**config.mk**
```make
export PLATFORM = sky130hd
export DESIGN_NAME = length_prefixed_crc8_frame_receiver
export DESIGN_NICKNAME = d
export VERILOG_FILES = /design/src/sv/lpcrc8_pkg.sv /design/src/sv/length_prefixed_crc8_frame_receiver.sv /design/src/sv/lpcrc8_core.sv
export SDC_FILE = /design/constraint.sdc
export NUM_CORES = 1
export LEC_CHECK = 0
export BUFFER_PORTS_ARGS = -buffer_cell sky130_fd_sc_hd__buf_4
export CAP_MARGIN = 10
export CORE_MARGIN = 1
export CORE_UTILIZATION = 55
export DETAILED_ROUTE_END_ITERATION = 8
export HOLD_SLACK_MARGIN = 0.03
export PLACE_DENSITY = 0.86
export SYNTH_ARGS = -nofsm -noshare
export SYNTH_HDL_FRONTEND = slang
export SYNTH_SLANG_ARGS = --single-unit
```
**constraint.sdc**
```tcl
create_clock -name clk_i -period 2.7 [get_ports clk_i]
set_clock_uncertainty 0.2 [all_clocks]
set_input_delay 0.405 -clock clk_i [delete_from_list [all_inputs] [get_ports clk_i]]
set_output_delay 0.405 -clock clk_i [all_outputs]
set_load 0.05 [all_outputs]
```
**src/sv/lpcrc8_pkg.sv**
```systemverilog
// package: word types, buffer depth and crc-8 update for the frame receiver
package lpcrc8_pkg;

  localparam int BufDepth = 16;
  localparam int IdxW     = (BufDepth > 1) ? $clog2(BufDepth) : 1;
  localparam logic [7:0] CrcPoly = 8'h8C;

  typedef enum logic [1:0] {
    ACT_BYTE    = 2'd0,
    ACT_RELEASE = 2'd1,
    ACT_READ    = 2'd2,
    ACT_NONE    = 2'd3
  } action_e;

  typedef struct packed {
    logic [1:0] action;
    logic [7:0] rx_byte;
    logic [3:0] read_index;
  } in_word_t;

  typedef struct packed {
    logic [7:0] pending_length;
    logic       frame_done;
    logic       byte_ignored;
    logic       overflow;
    logic [7:0] read_data;
  } out_word_t;

  function automatic logic [7:0] crc8_update(input logic [7:0] crc, input logic [7:0] data);
    logic [7:0] c;
    c = crc ^ data;
    for (int i = 0; i < 8; i++) begin
      if (c[0]) begin
        c = (c >> 1) ^ CrcPoly;
      end else begin
        c = c >> 1;
      end
    end
    return c;
  endfunction

endpackage

```
**src/sv/length_prefixed_crc8_frame_receiver.sv**
```systemverilog
// top level: length-prefixed frame receiver with crc-8 check and output skid stage
//
// in channel: in_valid_i / in_stall_o / in_word_i carries one command word:
//   a received serial byte, a release of the pending frame, or a read of a
//   stored payload byte by index.
// out channel: out_valid_o / out_stall_i / out_word_o returns one result word
//   per command word: pending length, frame done, byte ignored, overflow and
//   read data.
// a word is taken whenever valid is high and stall is low.
// the result of a taken word is registered in out_q, or first in the skid
//   register while the output stalls. throughput: one word per cycle while
//   in_stall_o is low; the crc update is combinational; output stalls limit it.
// when the output is stalled, one more result is held in a skid register and
//   in_stall_o rises until that register drains.
// reset clears the frame state, the pending length and both output valid flags;
//   payload buffer contents are undefined until written by a frame.
module length_prefixed_crc8_frame_receiver (
  input  logic                  clk_i,
  input  logic                  rst_ni,
  input  logic                  in_valid_i,
  output logic                  in_stall_o,
  input  lpcrc8_pkg::in_word_t  in_word_i,
  output logic                  out_valid_o,
  input  logic                  out_stall_i,
  output lpcrc8_pkg::out_word_t out_word_o
);
  import lpcrc8_pkg::*;

  logic      in_accept;
  out_word_t result;
  logic      out_valid_q;
  out_word_t out_q;
  logic      skid_valid_q;
  out_word_t skid_q;
  logic      out_free;

  assign in_stall_o = skid_valid_q;
  assign in_accept  = in_valid_i && !skid_valid_q;
  assign out_free   = !out_valid_q || !out_stall_i;

  lpcrc8_core u_core (
    .clk_i    (clk_i),
    .rst_ni   (rst_ni),
    .accept_i (in_accept),
    .word_i   (in_word_i),
    .result_o (result)
  );

  always_ff @(posedge clk_i or negedge rst_ni) begin
    if (!rst_ni) begin
      out_valid_q  <= 1'b0;
      skid_valid_q <= 1'b0;
    end else if (out_free) begin
      if (skid_valid_q) begin
        out_valid_q  <= 1'b1;
        skid_valid_q <= 1'b0;
      end else begin
        out_valid_q <= in_accept;
      end
    end else if (in_accept) begin
      skid_valid_q <= 1'b1;
    end
  end

  always_ff @(posedge clk_i) begin
    if (out_free) begin
      if (skid_valid_q) begin
        out_q <= skid_q;
      end else if (in_accept) begin
        out_q <= result;
      end
    end else if (in_accept) begin
      skid_q <= result;
    end
  end

  assign out_valid_o = out_valid_q;
  assign out_word_o  = out_q;

endmodule

```
**src/sv/lpcrc8_core.sv**
```systemverilog
// frame state, crc check, payload buffer and per-word result logic
module lpcrc8_core (
  input  logic                  clk_i,
  input  logic                  rst_ni,
  input  logic                  accept_i,
  input  lpcrc8_pkg::in_word_t  word_i,
  output lpcrc8_pkg::out_word_t result_o
);
  import lpcrc8_pkg::*;

  logic [7:0] exp_len_q, exp_len_d;
  logic [7:0] pos_q, pos_d;
  logic [7:0] crc_q, crc_d;
  logic [7:0] pend_q, pend_d;
  logic [7:0] store_q [BufDepth];

  logic       wr_en;
  logic [7:0] crc_next;
  logic       pos_in_buf;
  logic [7:0] rd_idx;
  logic       rd_in_buf;
  action_e    act;

  assign act        = action_e'(word_i.action);
  assign crc_next   = crc8_update(crc_q, word_i.rx_byte);
  assign pos_in_buf = pos_q < 8'(BufDepth);
  assign rd_idx     = 8'(word_i.read_index);
  assign rd_in_buf  = rd_idx < 8'(BufDepth);

  always_comb begin
    exp_len_d = exp_len_q;
    pos_d     = pos_q;
    crc_d     = crc_q;
    pend_d    = pend_q;
    wr_en     = 1'b0;
    result_o  = '0;
    case (act)
      ACT_BYTE: begin
        if (pend_q != 8'd0) begin
          result_o.byte_ignored = 1'b1;
        end else if (exp_len_q == 8'd0) begin
          if (word_i.rx_byte != 8'd0) begin
            exp_len_d = word_i.rx_byte;
            pos_d     = 8'd0;
            crc_d     = crc8_update(8'd0, word_i.rx_byte);
          end
        end else if (pos_q < exp_len_q) begin
          if (pos_in_buf) begin
            wr_en = 1'b1;
          end else begin
            result_o.overflow = 1'b1;
          end
          crc_d = crc_next;
          pos_d = pos_q + 8'd1;
        end else if (crc_q == word_i.rx_byte) begin
          pend_d              = exp_len_q;
          exp_len_d           = 8'd0;
          result_o.frame_done = 1'b1;
        end
      end
      ACT_RELEASE: pend_d = 8'd0;
      ACT_READ: begin
        if (rd_in_buf) begin
          result_o.read_data = store_q[rd_idx[IdxW-1:0]];
        end
      end
      default: ;
    endcase
    result_o.pending_length = pend_d;
  end

  always_ff @(posedge clk_i or negedge rst_ni) begin
    if (!rst_ni) begin
      exp_len_q <= '0;
      pos_q     <= '0;
      crc_q     <= '0;
      pend_q    <= '0;
    end else if (accept_i) begin
      exp_len_q <= exp_len_d;
      pos_q     <= pos_d;
      crc_q     <= crc_d;
      pend_q    <= pend_d;
    end
  end

  always_ff @(posedge clk_i) begin
    if (accept_i && wr_en) begin
      store_q[pos_q[IdxW-1:0]] <= word_i.rx_byte;
    end
  end

endmodule

```
==> results of run 1 <==
[routing by layer]
metal	share of wire	GRT usage	vias up	wire, um
met5	0	0	-	0
met1	0.39	0.338	2844	8010
met2	0.51	0.427	303	10400
met3	0.074	0.0578	38	1520
met4	0.024	0.105	0	488
li1	-	-	2373	-
[flip-flops by register name, summed over array words and instances (netlist names)]
name,cells
out_word_o,19
skid_q,19
u_core.store_q,128
out_valid_o,1
u_core.exp_len_q,8
u_core.pos_q,8
u_core.crc_q,8
in_stall_o,1
u_core.pend_q,8
[placed cells by master, fill, tap and decap left out, types with 4 or more instances in the layout]
cell type and count:
edfxtp_1 166, buf_4 78, dfrtp_1 34, mux4_2 32
nand2_1 19, mux2i_1 19, xnor2_1 19, xor2_1 17
clkbuf_16 17, nor2_1 15, inv_1 14, a22o_1 13
mux2_2 13, a21oi_1 12, ha_1 11, and3_2 10
and2_1 9, o21ai_0 9, nor4_1 8, o22ai_1 8
a32o_1 8, nand2b_1 7, and3_1 7, nand4_1 6
nor4_2 6, and3_4 6, nor2b_1 5, o31ai_1 5
o211ai_1 4, a22oi_1 4, a221o_1 4, nor3_1 4
dlygate4sd3_1 4
[power by group]
part           switching [uW]  internal, uW  leakage (uW)  total (uW)
Sequential                215          3560       0.00196        3770
Clock                    1160          1480      0.000293        2640
Combinational            1270          1080       0.00158        2350
[Yosys cell counts (all sizes together) (15+ instances only)]
cell      n  share of area
edfxtp  166           0.55
dfrtp    34          0.094
mux4     32          0.080
clkbuf   25          0.010
and3     23          0.016
mux2i    19          0.021
nand2    19         0.0079
xnor2    19          0.018
xor2     17          0.017
mux2     16          0.021
nor2     15         0.0062
[per-stage QoR]
stage | setup TNS [ps] | std cells | power (uW) | hold WS, ps | area [sq um]
floorplan | -946 | 569 | 5390 | -90.6 | 9050
global placement | 0 | 829 | 6020 | 181 | 9780
detailed placement | 0 | 829 | 6120 | 189 | 9780
CTS | 0 | 865 | 8750 | 39.4 | 10400
global route | 0 | 865 | 9100 | 40.3 | 10500
finish | 0 | 865 | 8770 | 61.7 | 10500
[final cells by class]
cell class | count | area, sq um
Clock buffer | 18 | 429
Clock inverter | 14 | 189
Fill cell | 1039 | 5480
Inverter | 14 | 52.6
Multi-Input combinational cell | 319 | 3020
Sequential cell | 200 | 5840
Tap cell | 216 | 270
Timing Repair Buffer | 84 | 666
[worst reg2reg max path, cell delays in order (launching register included)]
cell     delay [ps]
dfrtp_1         430
ha_1            350
a21oi_1         180
o21a_1          250
o21a_1          170
and4_1          240
buf_12          160
and3_2          330
[path summary, 6_finish.rpt]
path	start	endpoint	slack, ps
worst max-delay path	u_core.pos_q[7]	u_core.store_q[9][0]	90
worst min-delay path	in_word_i[7]	u_core.store_q[13][3]	60
worst max register to register	u_core.pos_q[7]	u_core.store_q[9][0]	90
max in group asynchronous	rst_ni	u_core.pos_q[6]	1710
min in group asynchronous	rst_ni	in_stall_o	260
worst min register to register	skid_q[10]	out_word_o[10]	340
[cells by family after synthesis]
family	share of synthesized area
flops	0.647
xor+xnor	0.0425
compound gates	0.0726
fa+ha+maj	0.0153
simple gates	0.0766
buf+inv	0.0233
mux	0.122
[repair_timing]
| action | in CTS | in global routing |
|---|---|---|
| endpoints found under the setup margin | 0 | 60 |
| resized for setup | 0 | 10 |
| hold buffers | 4 | 0 |
| endpoints found under the hold margin | 36 | 0 |
==> flow_metrics.env, run 1 <==
export IMPL_outcome="finished clean"
export IMPL_crit_buf_inv=1
export IMPL_final_nets=665
export IMPL_first_pass_iters=5
export IMPL_path_cells="ha_1 > a21oi_1 > o21a_1 > o21a_1 > and4_1 > buf_12 > and3_2"
export IMPL_routed_via_count=5558
export IMPL_max_cap_violations=0
export IMPL_setup_viol=0
export IMPL_drt_total_wl_mm=20.4
export IMPL_async_reset_ff_frac=0.170
export IMPL_die_h_um=130
export IMPL_clkSinkCount=200
export IMPL_cts_tree="done"
export IMPL_ys_ff_latch=200
export IMPL_drc=0
export IMPL_boundaryPins=39
export IMPL_grt_pass1_vias=5460
export IMPL_cp_depth=7
export IMPL_cpMaxStageDelayCell="dfrtp_1"
export IMPL_synth_edf_count=166
export IMPL_period_share=0.968
export IMPL_cp_arrival_ps=2550
export IMPL_path_class="register to register"
export IMPL_die_area_sq_mm=0.0169
export IMPL_grt_max_degree=35
export IMPL_critical_path_top_delay_family="compound AO/OA/AOI/OAI gates"
export IMPL_rsz0062_at_grt="false"
export IMPL_gp_congestion=0.858
export IMPL_fmax_ghz=0.383
export IMPL_vdd_drop_max_mv=0.591
export IMPL_yosysSeqAreaShare=0.647
export IMPL_cts_max_level=4
export IMPL_numPortBuffers=38
export IMPL_min_path_type="input pin to register"
export IMPL_start_kind="register"
export IMPL_fin_ws_ps=85.8
export IMPL_postCtsSetupRepairBufs=0
export IMPL_power_density_mw_per_mm2=838
export IMPL_synth_cell_types=53
export IMPL_diodes=0
export IMPL_start_util=0.565
export IMPL_slew_headroom=0.456
export IMPL_drt_iter0_drc=633
export IMPL_final_util=0.656
export IMPL_dp_hpwl_mm=13.9
export IMPL_synth_nets=598
export IMPL_insertion_delay_ps=440
export IMPL_synthFlopType="edfxtp_1"
export IMPL_dpl_worst_slack_ps=20.6
export IMPL_overflow=0
export IMPL_crit_fanout=16
export IMPL_ant_nets=0
export IMPL_slowest_delay_ps=430
export IMPL_drv_slew=0
export IMPL_core_sq_mm=0.0159
export IMPL_syn_inst=569
export IMPL_drive_gt1_frac=0.287
export IMPL_cts_root_buffer="clkbuf_16"
export IMPL_hold_depth=1
export IMPL_yosys_warnings=0
export IMPL_r2r_cells=7
export IMPL_endpoint_kind="register"
export IMPL_synth_area_per_cell_sq_um=15.8
export IMPL_worst_slew_pin_slew_ps=813
export IMPL_worstPathRequired_ps=2630
export IMPL_antenna_found_initial=0
export IMPL_hold_viol=0
export IMPL_grt_pass1_wl_mm=31.3
export IMPL_post_route_min_period_ps=2610
export IMPL_numCtsBuffers=17
export IMPL_cts_max_path_buffers=2
export IMPL_syn_cell_area_sq_mm=0.00901
export IMPL_die_w_um=130
export IMPL_num_rows=46
export IMPL_routedWlPerCell_um=23.6
export IMPL_clkTransAtPathRegs_ps=70
export IMPL_p_leak_uw=0.00384
export IMPL_area_delta_synth_final_pct=16.1
export IMPL_vias_per_cell=6.43
export IMPL_cpMostUsedCell="o21a_1"
export IMPL_grt_usage=0.260
No activity file was read; power rests on OpenSTA's default activity.
==> run 2: changes to the inputs <==
--- a/config.mk
+++ b/config.mk
@@ -8,10 +8,13 @@
 export BUFFER_PORTS_ARGS = -buffer_cell sky130_fd_sc_hd__buf_4
 export CAP_MARGIN = 10
 export CORE_MARGIN = 1
-export CORE_UTILIZATION = 55
+export CORE_UTILIZATION = 58
+export CTS_BUF_LIST = sky130_fd_sc_hd__clkbuf_4
 export DETAILED_ROUTE_END_ITERATION = 8
+export GPL_ROUTABILITY_DRIVEN = 1
 export HOLD_SLACK_MARGIN = 0.03
-export PLACE_DENSITY = 0.86
+export PLACE_DENSITY = 0.9
 export SYNTH_ARGS = -nofsm -noshare
 export SYNTH_HDL_FRONTEND = slang
 export SYNTH_SLANG_ARGS = --single-unit
+export TNS_END_PERCENT = 50
==> run 2 against run 1 <==
Largest cell class unchanged. Maximum frequency is 2.3% lower. Largest power group unchanged. Power is 12% lower. Setup slack worse by 62 ps. Utilization is 1.1 points higher. Register-to-register slack worse by 60 ps. Critical path depth is 1 higher. Global-route usage is 0.37 points higher. Combinational power hardly changed. Sequential power hardly changed. Via count is 0.13% lower.
==> flow_metrics.env, run 2 (synthesis gave the netlist of run 1 again) <==
export IMPL_outcome="finished clean"
export IMPL_grt_max_degree=35
export IMPL_final_nets=668
export IMPL_crit_fanout=2
export IMPL_final_common_cell="edfxtp_1"
export IMPL_power_density_mw_per_mm2=757
export IMPL_insertion_delay_ps=590
export IMPL_endpoint_kind="register"
export IMPL_clkTransAtPathRegs_ps=160
export IMPL_ant_nets=0
export IMPL_cp_arrival_ps=2950
export IMPL_place_inst=799
export IMPL_worst_slew_pin_slew_ps=774
export IMPL_drt_iter0_drc=768
export IMPL_setup_tns_ps=0
export IMPL_p_leak_uw=0.00370
export IMPL_hold_ws_ps=94.1
export IMPL_period_share=0.991
export IMPL_worstPathRequired_ps=2970
export IMPL_worstReg2RegStart="u_core.pos_q[2]"
export IMPL_die_w_um=127
export IMPL_antenna_found_initial=1
export IMPL_slew_headroom=0.482
export IMPL_cts_max_level=4
export IMPL_final_instance_count_excl_fill=841
export IMPL_critical_path_top_delay_family="compound AO/OA/AOI/OAI gates"
export IMPL_path_cells="ha_1 > a21o_1 > a221oi_4 > buf_4 > o21ai_1 > nor4_2 > buf_4 > mux2_2"
export IMPL_drt_total_wl_mm=20.2
export IMPL_numCtsBuffers=17
export IMPL_drc=0
export IMPL_gp_congestion=0.908
export IMPL_setup_viol=0
export IMPL_fmax_ghz=0.374
export IMPL_slowest_delay_ps=450
export IMPL_cts_root_buffer="clkbuf_4"
export IMPL_min_path_type="input pin to async pin"
export IMPL_cpMaxStageDelayCell="nor4_2"
export IMPL_die_area_sq_mm=0.0160
export IMPL_num_rows=45
export IMPL_die_h_um=127
export IMPL_boundaryPins=39
export IMPL_largest_reg_flops=128
export IMPL_overflow=0
export IMPL_max_cap_violations=0
export IMPL_core_sq_mm=0.0152
export IMPL_cts_max_path_buffers=2
export IMPL_first_pass_iters=7
export IMPL_routed_via_count=5551
export IMPL_post_route_min_period_ps=2680
export IMPL_vdd_drop_max_mv=0.351
export IMPL_routedWlPerCell_um=24.0
export IMPL_rsz0062_at_grt="true"
export IMPL_hold_viol=0
export IMPL_fill_cells=981
export IMPL_path_class="register to register"
export IMPL_dp_hpwl_mm=13.9
export IMPL_area_delta_synth_final_pct=12.6
export IMPL_final_cell_mix="166 x edfxtp_1, 76 x buf_4, 34 x dfrtp_1"
export IMPL_grt_usage=0.263
export IMPL_cts_tree="done"
export IMPL_vias_per_cell=6.60
export IMPL_start_kind="register"
export IMPL_start_util=0.593
export IMPL_startpoint="u_core.pos_q[2]"
export IMPL_grt_pass1_wl_mm=31.0
export IMPL_cpMostUsedCell="buf_4"
export IMPL_crit_buf_inv=2
export IMPL_postCtsSetupRepairBufs=0
export IMPL_numPortBuffers=38
export IMPL_drv_slew=0
export IMPL_drive_gt1_frac=0.288
export IMPL_grt_pass1_vias=5452
export IMPL_clkSinkCount=200
[run 2: cell types whose count changed in the layout (fill, tap and decap cells not counted), moves of 2 or more]
cell	previous run	this run
o21ai_2	0	2
buf_4	78	76
clkbuf_4	0	19
clkinv_4	0	3
dlygate4sd3_1	4	9
and3_2	10	8
bufinv_16	3	1
o21ai_1	3	1
and3_4	6	8
clkbuf_16	17	0
[run 2: worst paths after layout]
path / endpoint / slack (ps) / cells after the start
setup / recovery: out_word_o[8] / 20 / 8
setup reg to reg: out_word_o[8] / 20 / 8
max in group asynchronous: u_core.crc_q[4] / 1860 / 2
hold / removal: u_core.pend_q[2] / 90 / 2
hold reg to reg: out_word_o[9] / 370 / 1
min in group clk_i: skid_q[12] / 110 / 3
[run 2: metrics by stage]
stage | setup slack [ps] | total power [uW] | area (sq um) | util
after floorplan | -19.7 | 5390 | 9050 | -
after global placement | 145 | 6010 | 9730 | 0.640
after detailed placement | -3.36 | 6120 | 9730 | 0.640
after CTS | 0.289 | 7630 | 10100 | 0.665
after global routing | -53.3 | 7990 | 10100 | 0.667
final | 23.6 | 7680 | 10100 | 0.667
[run 2: layer usage]
layer	GRT usage	routed length [um]	vias up
met4	0.106	431	0
met2	0.430	10300	341
met3	0.0578	1690	40
met1	0.348	7800	2791
li1	-	-	2379
met5	0	0	-
[run 2: layout make-up]
type | instances | area, sq um | area share
multi-input cells | 319 | 3040 | 0.299
flip-flops and latches | 200 | 5840 | 0.575
well taps | 188 | 235 | 0.0232
diodes | 1 | 2.50 | 0.000247
inverters | 14 | 52.6 | 0.00518
clock buffers | 19 | 143 | 0.0141
repair buffers | 87 | 701 | 0.0691
clock inverters | 13 | 140 | 0.0138
[run 2: power by group]
group	internal [uW]	switching (uW)
clock network	506	1040
logic	1080	1260
registers	3550	233
total	5140	2540
[run 2: what timing repair did]
action                                  CTS  global route
hold buffers                              9             0
hold endpoints to repair                 75             0
resized for setup                         5             9
endpoints found under the setup margin   40            51
